<file path="src/rtl/swrl_pkg.sv">
// Shared constants and control/status types for the sliding window rate limiter.
`default_nettype none

package swrl_pkg;

    // Storage sizing
    localparam int MAX_PERIODS   = 64;
    localparam int COUNT_WIDTH   = 16;

    // Field and register widths
    localparam int TIME_W        = 40;
    localparam int PERIOD_W      = 16;
    localparam int PPW_W         = 7;
    localparam int MAXEV_W       = 16;
    localparam int WCOUNT_W      = 16;
    localparam int M_TDATA_W     = 24;

    // Derived widths
    localparam int IDX_W         = $clog2(MAX_PERIODS);
    localparam int WIN_W         = $clog2(MAX_PERIODS + 1);
    localparam int N_W           = $clog2(MAX_PERIODS + 3);
    localparam int SUM_W         = COUNT_WIDTH + $clog2(MAX_PERIODS);
    localparam int CMP_W         = (SUM_W > MAXEV_W) ? SUM_W : MAXEV_W;
    localparam int DIV_CNT_W     = $clog2(TIME_W + 1);

    localparam int CATCHUP_EXTRA = 2;
    localparam logic [COUNT_WIDTH-1:0] COUNT_MAX = {COUNT_WIDTH{1'b1}};
    localparam logic [WCOUNT_W-1:0]    OUT_MAX   = {WCOUNT_W{1'b1}};

    // Configuration port
    localparam int APB_ADDR_W    = 4;
    localparam int APB_DATA_W    = 32;
    localparam logic [1:0] REG_PERIOD     = 2'd0;
    localparam logic [1:0] REG_WINDOW     = 2'd1;
    localparam logic [1:0] REG_MAX_EVENTS = 2'd2;

    localparam logic [PERIOD_W-1:0] PERIOD_RST = PERIOD_W'(60);
    localparam logic [PPW_W-1:0]    PPW_RST    = PPW_W'(60);
    localparam logic [MAXEV_W-1:0]  MAXEV_RST  = MAXEV_W'(60);

    // Divider operand select
    localparam logic DIV_SEL_TIME = 1'b0;
    localparam logic DIV_SEL_WIN  = 1'b1;

    typedef struct packed {
        logic div_start;
        logic div_sel;
        logic cap_cur;
        logic cap_mod;
        logic span;
        logic clr_step;
        logic sum_run;
        logic update;
    } swrl_cmd_t;

    typedef struct packed {
        logic div_done;
        logic clr_done;
        logic sum_done;
        logic out_free;
    } swrl_sts_t;

    typedef struct packed {
        logic [MAXEV_W-1:0]  max_events;
        logic [PPW_W-1:0]    periods_per_window;
        logic [PERIOD_W-1:0] period_seconds;
    } swrl_cfg_t;

endpackage

`default_nettype wire

</file>
<file path="src/rtl/swrl_ram.sv">
// Generic single-port-write, single-port-read RAM with registered read data.
`default_nettype none

module swrl_ram #(
    parameter int WIDTH = 16,
    parameter int DEPTH = 64
) (
    input  wire logic                     aclk,
    input  wire logic                     we,
    input  wire logic [$clog2(DEPTH)-1:0] waddr,
    input  wire logic [WIDTH-1:0]         wdata,
    input  wire logic [$clog2(DEPTH)-1:0] raddr,
    output logic      [WIDTH-1:0]         rdata
);

    logic [WIDTH-1:0] mem_reg [DEPTH];
    logic [WIDTH-1:0] rdata_reg;

    always_ff @(posedge aclk) begin
        if (we) begin
            mem_reg[waddr] <= wdata;
        end
        rdata_reg <= mem_reg[raddr];
    end

    assign rdata = rdata_reg;

endmodule

`default_nettype wire

</file>
<file path="src/rtl/swrl_div.sv">
// Radix-2 restoring divider, one quotient bit per cycle.
`default_nettype none

module swrl_div (
    input  wire logic                          aclk,
    input  wire logic                          aresetn,
    input  wire logic                          start,
    input  wire logic [swrl_pkg::TIME_W-1:0]   dividend,
    input  wire logic [swrl_pkg::PERIOD_W-1:0] divisor,
    output logic                               done,
    output logic      [swrl_pkg::TIME_W-1:0]   quotient,
    output logic      [swrl_pkg::PERIOD_W-1:0] remainder
);

    logic [swrl_pkg::TIME_W-1:0]    quo_reg;
    logic [swrl_pkg::PERIOD_W-1:0]  rem_reg;
    logic [swrl_pkg::PERIOD_W-1:0]  dvs_reg;
    logic [swrl_pkg::DIV_CNT_W-1:0] cnt_reg;
    logic                           done_reg;

    logic [swrl_pkg::PERIOD_W:0] rem_shift;
    logic [swrl_pkg::PERIOD_W:0] rem_sub;
    logic                        fits;

    assign rem_shift = {rem_reg, quo_reg[swrl_pkg::TIME_W-1]};
    assign rem_sub   = rem_shift - {1'b0, dvs_reg};
    assign fits      = rem_shift >= {1'b0, dvs_reg};

    always_ff @(posedge aclk) begin
        if (!aresetn) begin
            cnt_reg  <= '0;
            done_reg <= 1'b0;
        end else begin
            done_reg <= (cnt_reg == swrl_pkg::DIV_CNT_W'(1)) && !start;
            if (start) begin
                cnt_reg <= swrl_pkg::DIV_CNT_W'(swrl_pkg::TIME_W);
            end else if (cnt_reg != '0) begin
                cnt_reg <= cnt_reg - swrl_pkg::DIV_CNT_W'(1);
            end
        end
    end

    always_ff @(posedge aclk) begin
        if (start) begin
            quo_reg <= dividend;
            rem_reg <= '0;
            dvs_reg <= divisor;
        end else if (cnt_reg != '0) begin
            quo_reg <= {quo_reg[swrl_pkg::TIME_W-2:0], fits};
            rem_reg <= fits ? rem_sub[swrl_pkg::PERIOD_W-1:0]
                            : rem_shift[swrl_pkg::PERIOD_W-1:0];
        end
    end

    assign done      = done_reg;
    assign quotient  = quo_reg;
    assign remainder = rem_reg;

endmodule

`default_nettype wire

</file>
<file path="src/rtl/swrl_dp.sv">
// Datapath: period division, bucket ring with valid bits, window sum and result register.
`default_nettype none

module swrl_dp (
    input  wire logic                              aclk,
    input  wire logic                              aresetn,
    input  wire swrl_pkg::swrl_cmd_t               cmd,
    output swrl_pkg::swrl_sts_t                    sts,
    input  wire swrl_pkg::swrl_cfg_t               cfg,
    input  wire logic [swrl_pkg::TIME_W-1:0]       in_time,
    output logic                                   m_tvalid,
    input  wire logic                              m_tready,
    output logic      [swrl_pkg::M_TDATA_W-1:0]    m_tdata
);

    // Effective configuration
    logic [swrl_pkg::PERIOD_W-1:0] period_eff;
    logic [swrl_pkg::WIN_W-1:0]    win_eff;

    assign period_eff = (cfg.period_seconds == '0) ? swrl_pkg::PERIOD_W'(1)
                                                   : cfg.period_seconds;

    always_comb begin
        if (cfg.periods_per_window == '0) begin
            win_eff = swrl_pkg::WIN_W'(1);
        end else if (32'(cfg.periods_per_window) > 32'(swrl_pkg::MAX_PERIODS)) begin
            win_eff = swrl_pkg::WIN_W'(swrl_pkg::MAX_PERIODS);
        end else begin
            win_eff = swrl_pkg::WIN_W'(cfg.periods_per_window);
        end
    end

    // Shared divider
    logic                          div_done;
    logic [swrl_pkg::TIME_W-1:0]   div_quo;
    logic [swrl_pkg::PERIOD_W-1:0] div_rem;
    logic [swrl_pkg::TIME_W-1:0]   div_dividend;
    logic [swrl_pkg::PERIOD_W-1:0] div_divisor;

    assign div_dividend = (cmd.div_sel == swrl_pkg::DIV_SEL_WIN) ? div_quo : in_time;
    assign div_divisor  = (cmd.div_sel == swrl_pkg::DIV_SEL_WIN)
                        ? swrl_pkg::PERIOD_W'(win_eff) : period_eff;

    swrl_div u_div (
        .aclk      (aclk),
        .aresetn   (aresetn),
        .start     (cmd.div_start),
        .dividend  (div_dividend),
        .divisor   (div_divisor),
        .done      (div_done),
        .quotient  (div_quo),
        .remainder (div_rem)
    );

    // Period bookkeeping
    logic [swrl_pkg::TIME_W-1:0] current_reg;
    logic [swrl_pkg::TIME_W-1:0] last_reg;
    logic [swrl_pkg::IDX_W-1:0]  cur_mod_reg;
    logic [swrl_pkg::N_W-1:0]    n_reg;
    logic [swrl_pkg::N_W-1:0]    n_next;
    logic [swrl_pkg::IDX_W-1:0]  clr_idx_reg;

    logic [swrl_pkg::TIME_W:0]   diff;
    logic [swrl_pkg::N_W-1:0]    cap;
    logic                        ahead;

    assign diff  = {1'b0, current_reg} - {1'b0, last_reg};
    assign ahead = !diff[swrl_pkg::TIME_W] && (diff != '0);
    assign cap   = swrl_pkg::N_W'(win_eff) + swrl_pkg::N_W'(swrl_pkg::CATCHUP_EXTRA);

    always_comb begin
        if (!ahead) begin
            n_next = '0;
        end else if (diff > (swrl_pkg::TIME_W + 1)'(cap)) begin
            n_next = cap;
        end else begin
            n_next = diff[swrl_pkg::N_W-1:0];
        end
    end

    // Bucket store
    logic [swrl_pkg::MAX_PERIODS-1:0] valid_reg;
    logic                             ram_we;
    logic [swrl_pkg::COUNT_WIDTH-1:0] ram_wdata;
    logic [swrl_pkg::IDX_W-1:0]       ram_raddr;
    logic [swrl_pkg::COUNT_WIDTH-1:0] ram_rdata;

    // Window sum
    logic [swrl_pkg::WIN_W-1:0]       issue_cnt_reg;
    logic                             pend_reg;
    logic [swrl_pkg::IDX_W-1:0]       pend_idx_reg;
    logic [swrl_pkg::SUM_W-1:0]       sum_reg;
    logic [swrl_pkg::COUNT_WIDTH-1:0] slot_val_reg;
    logic                             issue;
    logic [swrl_pkg::COUNT_WIDTH-1:0] rd_val;

    assign issue     = cmd.sum_run && (issue_cnt_reg < win_eff);
    assign ram_raddr = issue_cnt_reg[swrl_pkg::IDX_W-1:0];
    assign rd_val    = valid_reg[pend_idx_reg] ? ram_rdata : '0;

    // Admission decision
    logic [swrl_pkg::CMP_W-1:0]  sum_ext;
    logic                        accepted;
    logic [swrl_pkg::WCOUNT_W-1:0] wcount;

    assign sum_ext  = swrl_pkg::CMP_W'(sum_reg);
    assign accepted = sum_ext < swrl_pkg::CMP_W'(cfg.max_events);
    assign wcount   = (sum_ext > swrl_pkg::CMP_W'(swrl_pkg::OUT_MAX))
                    ? swrl_pkg::OUT_MAX : sum_ext[swrl_pkg::WCOUNT_W-1:0];

    assign ram_we    = cmd.update && accepted;
    assign ram_wdata = (slot_val_reg < swrl_pkg::COUNT_MAX)
                     ? slot_val_reg + swrl_pkg::COUNT_WIDTH'(1) : slot_val_reg;

    swrl_ram #(
        .WIDTH (swrl_pkg::COUNT_WIDTH),
        .DEPTH (swrl_pkg::MAX_PERIODS)
    ) u_buckets (
        .aclk  (aclk),
        .we    (ram_we),
        .waddr (cur_mod_reg),
        .wdata (ram_wdata),
        .raddr (ram_raddr),
        .rdata (ram_rdata)
    );

    // Result register
    logic                          m_valid_reg;
    logic                          m_acc_reg;
    logic [swrl_pkg::WCOUNT_W-1:0] m_cnt_reg;

    always_ff @(posedge aclk) begin
        if (!aresetn) begin
            last_reg      <= '0;
            valid_reg     <= '0;
            n_reg         <= '0;
            issue_cnt_reg <= '0;
            pend_reg      <= 1'b0;
            m_valid_reg   <= 1'b0;
        end else begin
            if (cmd.span) begin
                last_reg <= current_reg;
                n_reg    <= n_next;
            end else if (cmd.clr_step) begin
                n_reg <= n_reg - swrl_pkg::N_W'(1);
            end

            // drop cleared buckets, mark the written one
            if (cmd.clr_step) begin
                valid_reg[clr_idx_reg] <= 1'b0;
            end else if (ram_we) begin
                valid_reg[cur_mod_reg] <= 1'b1;
            end

            if (cmd.span) begin
                issue_cnt_reg <= '0;
                pend_reg      <= 1'b0;
            end else if (cmd.sum_run) begin
                pend_reg <= issue;
                if (issue) begin
                    issue_cnt_reg <= issue_cnt_reg + swrl_pkg::WIN_W'(1);
                end
            end

            if (cmd.update) begin
                m_valid_reg <= 1'b1;
            end else if (m_tready) begin
                m_valid_reg <= 1'b0;
            end
        end
    end

    always_ff @(posedge aclk) begin
        if (cmd.cap_cur) begin
            current_reg <= div_quo;
        end
        if (cmd.cap_mod) begin
            cur_mod_reg <= div_rem[swrl_pkg::IDX_W-1:0];
        end
        if (cmd.span) begin
            clr_idx_reg <= cur_mod_reg;
            sum_reg     <= '0;
        end else if (cmd.clr_step) begin
            // walk backward through the ring, wrapping at the window size
            clr_idx_reg <= (clr_idx_reg == '0)
                         ? swrl_pkg::IDX_W'(win_eff - swrl_pkg::WIN_W'(1))
                         : clr_idx_reg - swrl_pkg::IDX_W'(1);
        end
        if (issue) begin
            pend_idx_reg <= ram_raddr;
        end
        if (cmd.sum_run && pend_reg) begin
            sum_reg <= sum_reg + swrl_pkg::SUM_W'(rd_val);
            if (pend_idx_reg == cur_mod_reg) begin
                slot_val_reg <= rd_val;
            end
        end
        if (cmd.update) begin
            m_acc_reg <= accepted;
            m_cnt_reg <= wcount;
        end
    end

    assign sts.div_done = div_done;
    assign sts.clr_done = (n_reg == '0);
    assign sts.sum_done = (issue_cnt_reg >= win_eff) && !pend_reg;
    assign sts.out_free = !m_valid_reg || m_tready;

    assign m_tvalid = m_valid_reg;
    assign m_tdata  = swrl_pkg::M_TDATA_W'({m_cnt_reg, m_acc_reg});

endmodule

`default_nettype wire

</file>
<file path="src/rtl/swrl_ctrl.sv">
// Controller: sequences division, bucket clearing, window sum and update for each item.
`default_nettype none

module swrl_ctrl (
    input  wire logic                aclk,
    input  wire logic                aresetn,
    input  wire logic                s_tvalid,
    output logic                     s_tready,
    output swrl_pkg::swrl_cmd_t      cmd,
    input  wire swrl_pkg::swrl_sts_t sts
);

    typedef enum logic [6:0] {
        ST_IDLE   = 7'b0000001,
        ST_DIV_T  = 7'b0000010,
        ST_DIV_W  = 7'b0000100,
        ST_SPAN   = 7'b0001000,
        ST_CLEAR  = 7'b0010000,
        ST_SUM    = 7'b0100000,
        ST_UPDATE = 7'b1000000
    } state_t;

    state_t state_reg;
    state_t state_next;

    always_comb begin
        state_next = state_reg;
        cmd        = '0;
        cmd.div_sel = swrl_pkg::DIV_SEL_TIME;
        case (state_reg)
            ST_IDLE: begin
                if (s_tvalid) begin
                    cmd.div_start = 1'b1;
                    state_next    = ST_DIV_T;
                end
            end
            ST_DIV_T: begin
                if (sts.div_done) begin
                    cmd.cap_cur   = 1'b1;
                    cmd.div_start = 1'b1;
                    cmd.div_sel   = swrl_pkg::DIV_SEL_WIN;
                    state_next    = ST_DIV_W;
                end
            end
            ST_DIV_W: begin
                if (sts.div_done) begin
                    cmd.cap_mod = 1'b1;
                    state_next  = ST_SPAN;
                end
            end
            ST_SPAN: begin
                cmd.span   = 1'b1;
                state_next = ST_CLEAR;
            end
            ST_CLEAR: begin
                if (sts.clr_done) begin
                    state_next = ST_SUM;
                end else begin
                    cmd.clr_step = 1'b1;
                end
            end
            ST_SUM: begin
                cmd.sum_run = 1'b1;
                if (sts.sum_done) begin
                    state_next = ST_UPDATE;
                end
            end
            ST_UPDATE: begin
                // hold until the result register can take the item
                if (sts.out_free) begin
                    cmd.update = 1'b1;
                    state_next = ST_IDLE;
                end
            end
            default: begin
                state_next = ST_IDLE;
            end
        endcase
    end

    always_ff @(posedge aclk) begin
        if (!aresetn) begin
            state_reg <= ST_IDLE;
        end else begin
            state_reg <= state_next;
        end
    end

    assign s_tready = (state_reg == ST_IDLE);

endmodule

`default_nettype wire

</file>
<file path="src/rtl/sliding_window_rate_limiter.sv">
// Top level: configuration registers, controller and datapath of the rate limiter.
//
// Each input item carries a 40-bit time in seconds and yields one result item:
// an accept flag and the saturated count of events in the window before this
// one. Items are handled one at a time. An item goes through two serial divisions
// on one shared one-bit-per-cycle divider (time by the period length, then
// period number by the window size), then clears the buckets of the periods
// passed one by one (up to window+2), then sums the buckets through the single
// read port of the bucket RAM, then waits until the result register is free.
// The buckets come out of reset empty through per-bucket valid bits, so no
// clearing pass is needed and the first item is taken right after reset. The
// result register holds one finished item while the next one is accepted and
// processed.
`default_nettype none

module sliding_window_rate_limiter (
    input  wire logic                              aclk,
    input  wire logic                              aresetn,
    // configuration port
    input  wire logic                              psel,
    input  wire logic                              penable,
    input  wire logic                              pwrite,
    input  wire logic [swrl_pkg::APB_ADDR_W-1:0]   paddr,
    input  wire logic [swrl_pkg::APB_DATA_W-1:0]   pwdata,
    output logic      [swrl_pkg::APB_DATA_W-1:0]   prdata,
    output logic                                   pready,
    // input items
    input  wire logic                              s_tvalid,
    output logic                                   s_tready,
    input  wire logic [swrl_pkg::TIME_W-1:0]       s_tdata,   // [39:0] time_seconds
    // result items
    output logic                                   m_tvalid,
    input  wire logic                              m_tready,
    output logic      [swrl_pkg::M_TDATA_W-1:0]    m_tdata    // [0] accepted,
                                                              // [16:1] window_count
);

    swrl_pkg::swrl_cfg_t cfg_reg;
    swrl_pkg::swrl_cmd_t cmd;
    swrl_pkg::swrl_sts_t sts;

    logic       wr_en;
    logic [1:0] reg_idx;

    assign pready  = 1'b1;
    assign reg_idx = paddr[3:2];
    assign wr_en   = psel && penable && pwrite && pready;

    always_ff @(posedge aclk) begin
        if (!aresetn) begin
            cfg_reg.period_seconds     <= swrl_pkg::PERIOD_RST;
            cfg_reg.periods_per_window <= swrl_pkg::PPW_RST;
            cfg_reg.max_events         <= swrl_pkg::MAXEV_RST;
        end else if (wr_en) begin
            case (reg_idx)
                swrl_pkg::REG_PERIOD: begin
                    cfg_reg.period_seconds <= pwdata[swrl_pkg::PERIOD_W-1:0];
                end
                swrl_pkg::REG_WINDOW: begin
                    cfg_reg.periods_per_window <= pwdata[swrl_pkg::PPW_W-1:0];
                end
                swrl_pkg::REG_MAX_EVENTS: begin
                    cfg_reg.max_events <= pwdata[swrl_pkg::MAXEV_W-1:0];
                end
                default: begin
                    // unmapped address: drop the write
                end
            endcase
        end
    end

    always_comb begin
        case (reg_idx)
            swrl_pkg::REG_PERIOD: begin
                prdata = swrl_pkg::APB_DATA_W'(cfg_reg.period_seconds);
            end
            swrl_pkg::REG_WINDOW: begin
                prdata = swrl_pkg::APB_DATA_W'(cfg_reg.periods_per_window);
            end
            swrl_pkg::REG_MAX_EVENTS: begin
                prdata = swrl_pkg::APB_DATA_W'(cfg_reg.max_events);
            end
            default: begin
                prdata = '0;
            end
        endcase
    end

    swrl_ctrl u_ctrl (
        .aclk     (aclk),
        .aresetn  (aresetn),
        .s_tvalid (s_tvalid),
        .s_tready (s_tready),
        .cmd      (cmd),
        .sts      (sts)
    );

    swrl_dp u_dp (
        .aclk     (aclk),
        .aresetn  (aresetn),
        .cmd      (cmd),
        .sts      (sts),
        .cfg      (cfg_reg),
        .in_time  (s_tdata),
        .m_tvalid (m_tvalid),
        .m_tready (m_tready),
        .m_tdata  (m_tdata)
    );

endmodule

`default_nettype wire

</file>
<file path="config.mk">
export PLATFORM = sky130hd
export DESIGN_NAME = sliding_window_rate_limiter
export DESIGN_NICKNAME = d
export VERILOG_FILES = /design/src/rtl/swrl_pkg.sv /design/src/rtl/swrl_ram.sv /design/src/rtl/swrl_div.sv /design/src/rtl/swrl_dp.sv /design/src/rtl/swrl_ctrl.sv /design/src/rtl/sliding_window_rate_limiter.sv
export SDC_FILE = /design/constraint.sdc
export NUM_CORES = 2
export LEC_CHECK = 0
export BUFFER_PORTS_ARGS = -buffer_cell sky130_fd_sc_hd__buf_2
export CAP_MARGIN = 20
export CORE_ASPECT_RATIO = 1.4
export CORE_MARGIN = 2
export CORE_UTILIZATION = 35
export DETAILED_ROUTE_END_ITERATION = 10
export PLACE_DENSITY = 0.49
export SYNTH_ARGS = -nofsm -noshare
export SYNTH_HDL_FRONTEND = slang
export SYNTH_SLANG_ARGS = --single-unit
</file>
<file path="constraint.sdc">
create_clock -name aclk -period 14.73 [get_ports aclk]
set_input_delay 0.7365 -clock aclk [delete_from_list [all_inputs] [get_ports aclk]]
set_output_delay 0.7365 -clock aclk [all_outputs]
set_load 0.005 [all_outputs]
</file>
==> impl_metrics.tcl <==
set metrics [dict create \
    p_per_area_nw_per_um2 126.6 \
    maxCapViolCount 0 \
    fillers 15550 \
    crit_required_ps 15240 \
    grt-ovfl-total 0 \
    cts_sinks 1398 \
    via_per_inst 5.205 \
    cp.arrival_ps 6180 \
    ant_nets 0 \
    worstPathMaxFanout 17 \
    timing.final.crit_share_pct 38.48 \
    worst_setup_path_start_kind "register" \
    num_vias 33030 \
    grt_max_degree 95 \
    nets 4163 \
    grt_pass1_vias 34130 \
    synth.distinct_cells 85 \
    core_um2 170000 \
    insertion_delay_ps 800 \
    drt-total-wl_um 155000 \
    drive_above_1_share_pct 21.05 \
    fin_skew_ps 22.37 \
    clockRootBuffer "clkbuf_16" \
    setup_tns_ps 0 \
    worst_pin_slew_ps 1002 \
    cp_common_cell "mux4_2" \
    end_kind "register" \
    fin_hold_ws_ps 205.5 \
    htreeDepth 4 \
    pin_count 142 \
    async_reset_ff_share_pct 0 \
    ys.flop_type "edfxtp_1" \
    cpMaxStageDelayCell "edfxtp_1" \
    portBuffers 99 \
    avgSynthCellArea_um2 15.77 \
    grt_first_pass_wirelength_um 229200 \
    clk_pin_slew_worst_paths_ps 60 \
    die_area_um2 174400 \
    worstSetupPathType "register to register" \
    critPathMaxStageDelay_ps 940 \
    route.detailed.drc 0 \
    postCtsHoldBufs 0 \
    rsz0062_at_grt "false" \
    postCtsResizedCells 0 \
    path_cells "mux4_2 > mux4_2 > mux4_2 > and2_1 > ha_1 > inv_1 > fa_1 > nor2b_1 > o21ai_0 > a21oi_1 > o21ai_0 > a21boi_0 > o2111ai_1 > nand3_1 > a311oi_1 > nor4bb_1 > xnor2_1 > nor2_1" \
    layout_min_cycle_time_ps 5668 \
    maxSlewViolCount 0 \
    setup_viol 0 \
    cts_buffers 147 \
    synth_warnings 0 \
    critPathTopFamily "multiplexers" \
    start_util_pct 35.21 \
    die_w_um 353.5 \
    max_freq_mhz 176.4 \
    dr.pass1.iters 5 \
    hold_viol 0 \
    synth_area_um2 59850 \
    postCtsSetupBuffers 0 \
    hp-class "input port to register" \
    synthToLayoutAreaGrowth_pct 14.02 \
    synthCells 3796 \
    wl_per_cell_um 24.42 \
    dieHeight_um 493.3 \
    irDropWorstVdd_v 0.0001102 \
    p_leak_nw 17.83 \
    synth-seq-cells 1398 \
    drtIter0Drc 2389 \
    grt_antenna_before_repair 4 \
    cts_buffer_depth 3 \
    status "finished clean" \
    largest_reg_flops 1024 \
    grtUsageTotal_pct 17.76 \
    place_congestion 0.8476 \
    dp_hpwl_um 100500 \
    yosysSeqAreaShare_pct 66.72 \
    critPathBufInv 1 \
    synth_edf_count 1193 \
    cts_tree "done" \
    rows 179 \
    slew_headroom_pct 33.04 \
]
[worst register-to-register path, delay by kind of cell, from the launching register on]
family,cells,cell delay (ps)
AO/OA/AOI/OAI,6,1440
XOR/XNOR,1,150
adder cells (fa/ha/maj),2,390
buffers and inverters,1,70
flip-flops,1,940
multiplexers,3,1650
AND/OR/NAND/NOR,5,740
[cell usage in the layout, fill, tap and decap left out, types with 102 or more instances in the layout]
cell       synthesis  layout
inv_1            118     116
nand2_1          389     389
o21ai_0          133     133
ha_1             109     109
clkbuf_16          0     148
nor2_1           202     200
dfxtp_1          205     201
a21oi_1          104     102
buf_4             26     113
edfxtp_1        1193    1193
mux4_2           357     357
[layer usage]
layer / wire length [µm] / GRT usage [%]
met5: 0 / 0
met4: 4538 / 6.036
met3: 5207 / 2.294
met2: 82890 / 32.63
met1: 62330 / 21.33
[power breakdown]
part           internal [mW]  switching (mW)
clock                   2.11            1.61
combinational          0.175           0.297
sequential              4.38          0.0622
[synthesized netlist by cell type, types with 5 or more instances]
cell          n  area [µm²]
xnor2_1      53       464.2
nor3_1       35       175.2
and3_1       26       162.7
o21a_1       14       105.1
nand3b_1     10       75.07
dfxtp_1     205        4104
nand3_1      48       240.2
o2111ai_1     9       78.83
or3b_2        7       61.31
or2_2        23       143.9
edfxtp_1   1193       35820
o21ai_1       5       25.02
mux2_2        6       67.56
inv_1       118       442.9
and4_1        8       70.07
or3_1        11       68.82
mux2i_1      45       450.4
o21bai_1     10       75.07
o21ai_0     133       665.6
nor3b_1       7       52.55
nor2_1      202       758.2
nand2_1     389        1460
a211oi_1     10       75.07
buf_4        26       195.2
ha_1        109        1364
o31ai_1       7       52.55
and2_1       22       137.6
clkbuf_1    143       536.8
a311oi_1      5       43.79
nand4_1      47       294.0
o211ai_1     75       563.0
nor4_1       18       112.6
a31oi_1      16       100.1
xor2_1       28       245.2
buf_1        32       120.1
a21boi_0     74       555.5
mux4_2      357        8040
nor2b_1      25       156.4
a21o_1       29       217.7
a21oi_1     104       520.5
nand2b_1     23       143.9
buf_2        11       55.05
[final cells by class]
type | instances | area, µm² | share of cell area, %
Tap cell | 2262 | 2830 | 4.148
Clock inverter | 78 | 908.4 | 1.331
Multi-Input combinational cell | 2089 | 18810 | 27.56
Clock buffer | 184 | 3919 | 5.743
Inverter | 119 | 446.7 | 0.6546
Timing Repair Buffer | 213 | 1379 | 2.021
Sequential cell | 1398 | 39940 | 58.54
Antenna cell | 2 | 5.005 | 0.007334
[metrics by stage]
stage          power, mW  utilization [%]  area [µm²]  instances  setup WS (ps)
4_1_cts            8.753            40.12       68190       6341           9010
6_report           8.638            40.14       68240       6345           9062
3_3_place_gp       5.003            37.28       63360       6079           8997
2_1_floorplan      4.845                -       59930       3818           9376
5_1_grt            8.963            40.14       68230       6344           8544
3_5_place_dp       5.007            37.28       63360       6079           9045
[worst paths after layout]
path	from	to	depth (start not counted)	slack, ps
max	u_dp.pend_idx_reg[1]$_DFFE_PP_	u_dp.sum_ext[20]$_SDFFCE_PN0P_	18	9060
min	pwdata[11]	cfg_reg[34]$_SDFFE_PN0P_	3	210
max reg2reg	u_dp.pend_idx_reg[1]$_DFFE_PP_	u_dp.sum_ext[20]$_SDFFCE_PN0P_	18	9060
min reg2reg	u_dp.u_div.quotient[14]$_DFFE_PP_	u_dp.current_reg[14]$_DFFE_PP_	0	450
[kinds of logic (layout without fill, tap and decap cells)]
group	after synthesis	after routing	share of synthesized area (%)
mux	408	408	14.30
simple gates	922	922	7.208
other cells	2	26	0.01255
flops	1398	1398	66.72
xor+xnor	81	81	1.185
compound gates	542	542	5.937
fa+ha+maj	112	112	2.379
buf+inv	331	594	2.262
Note: power is estimated with default switching activity, not from simulation.
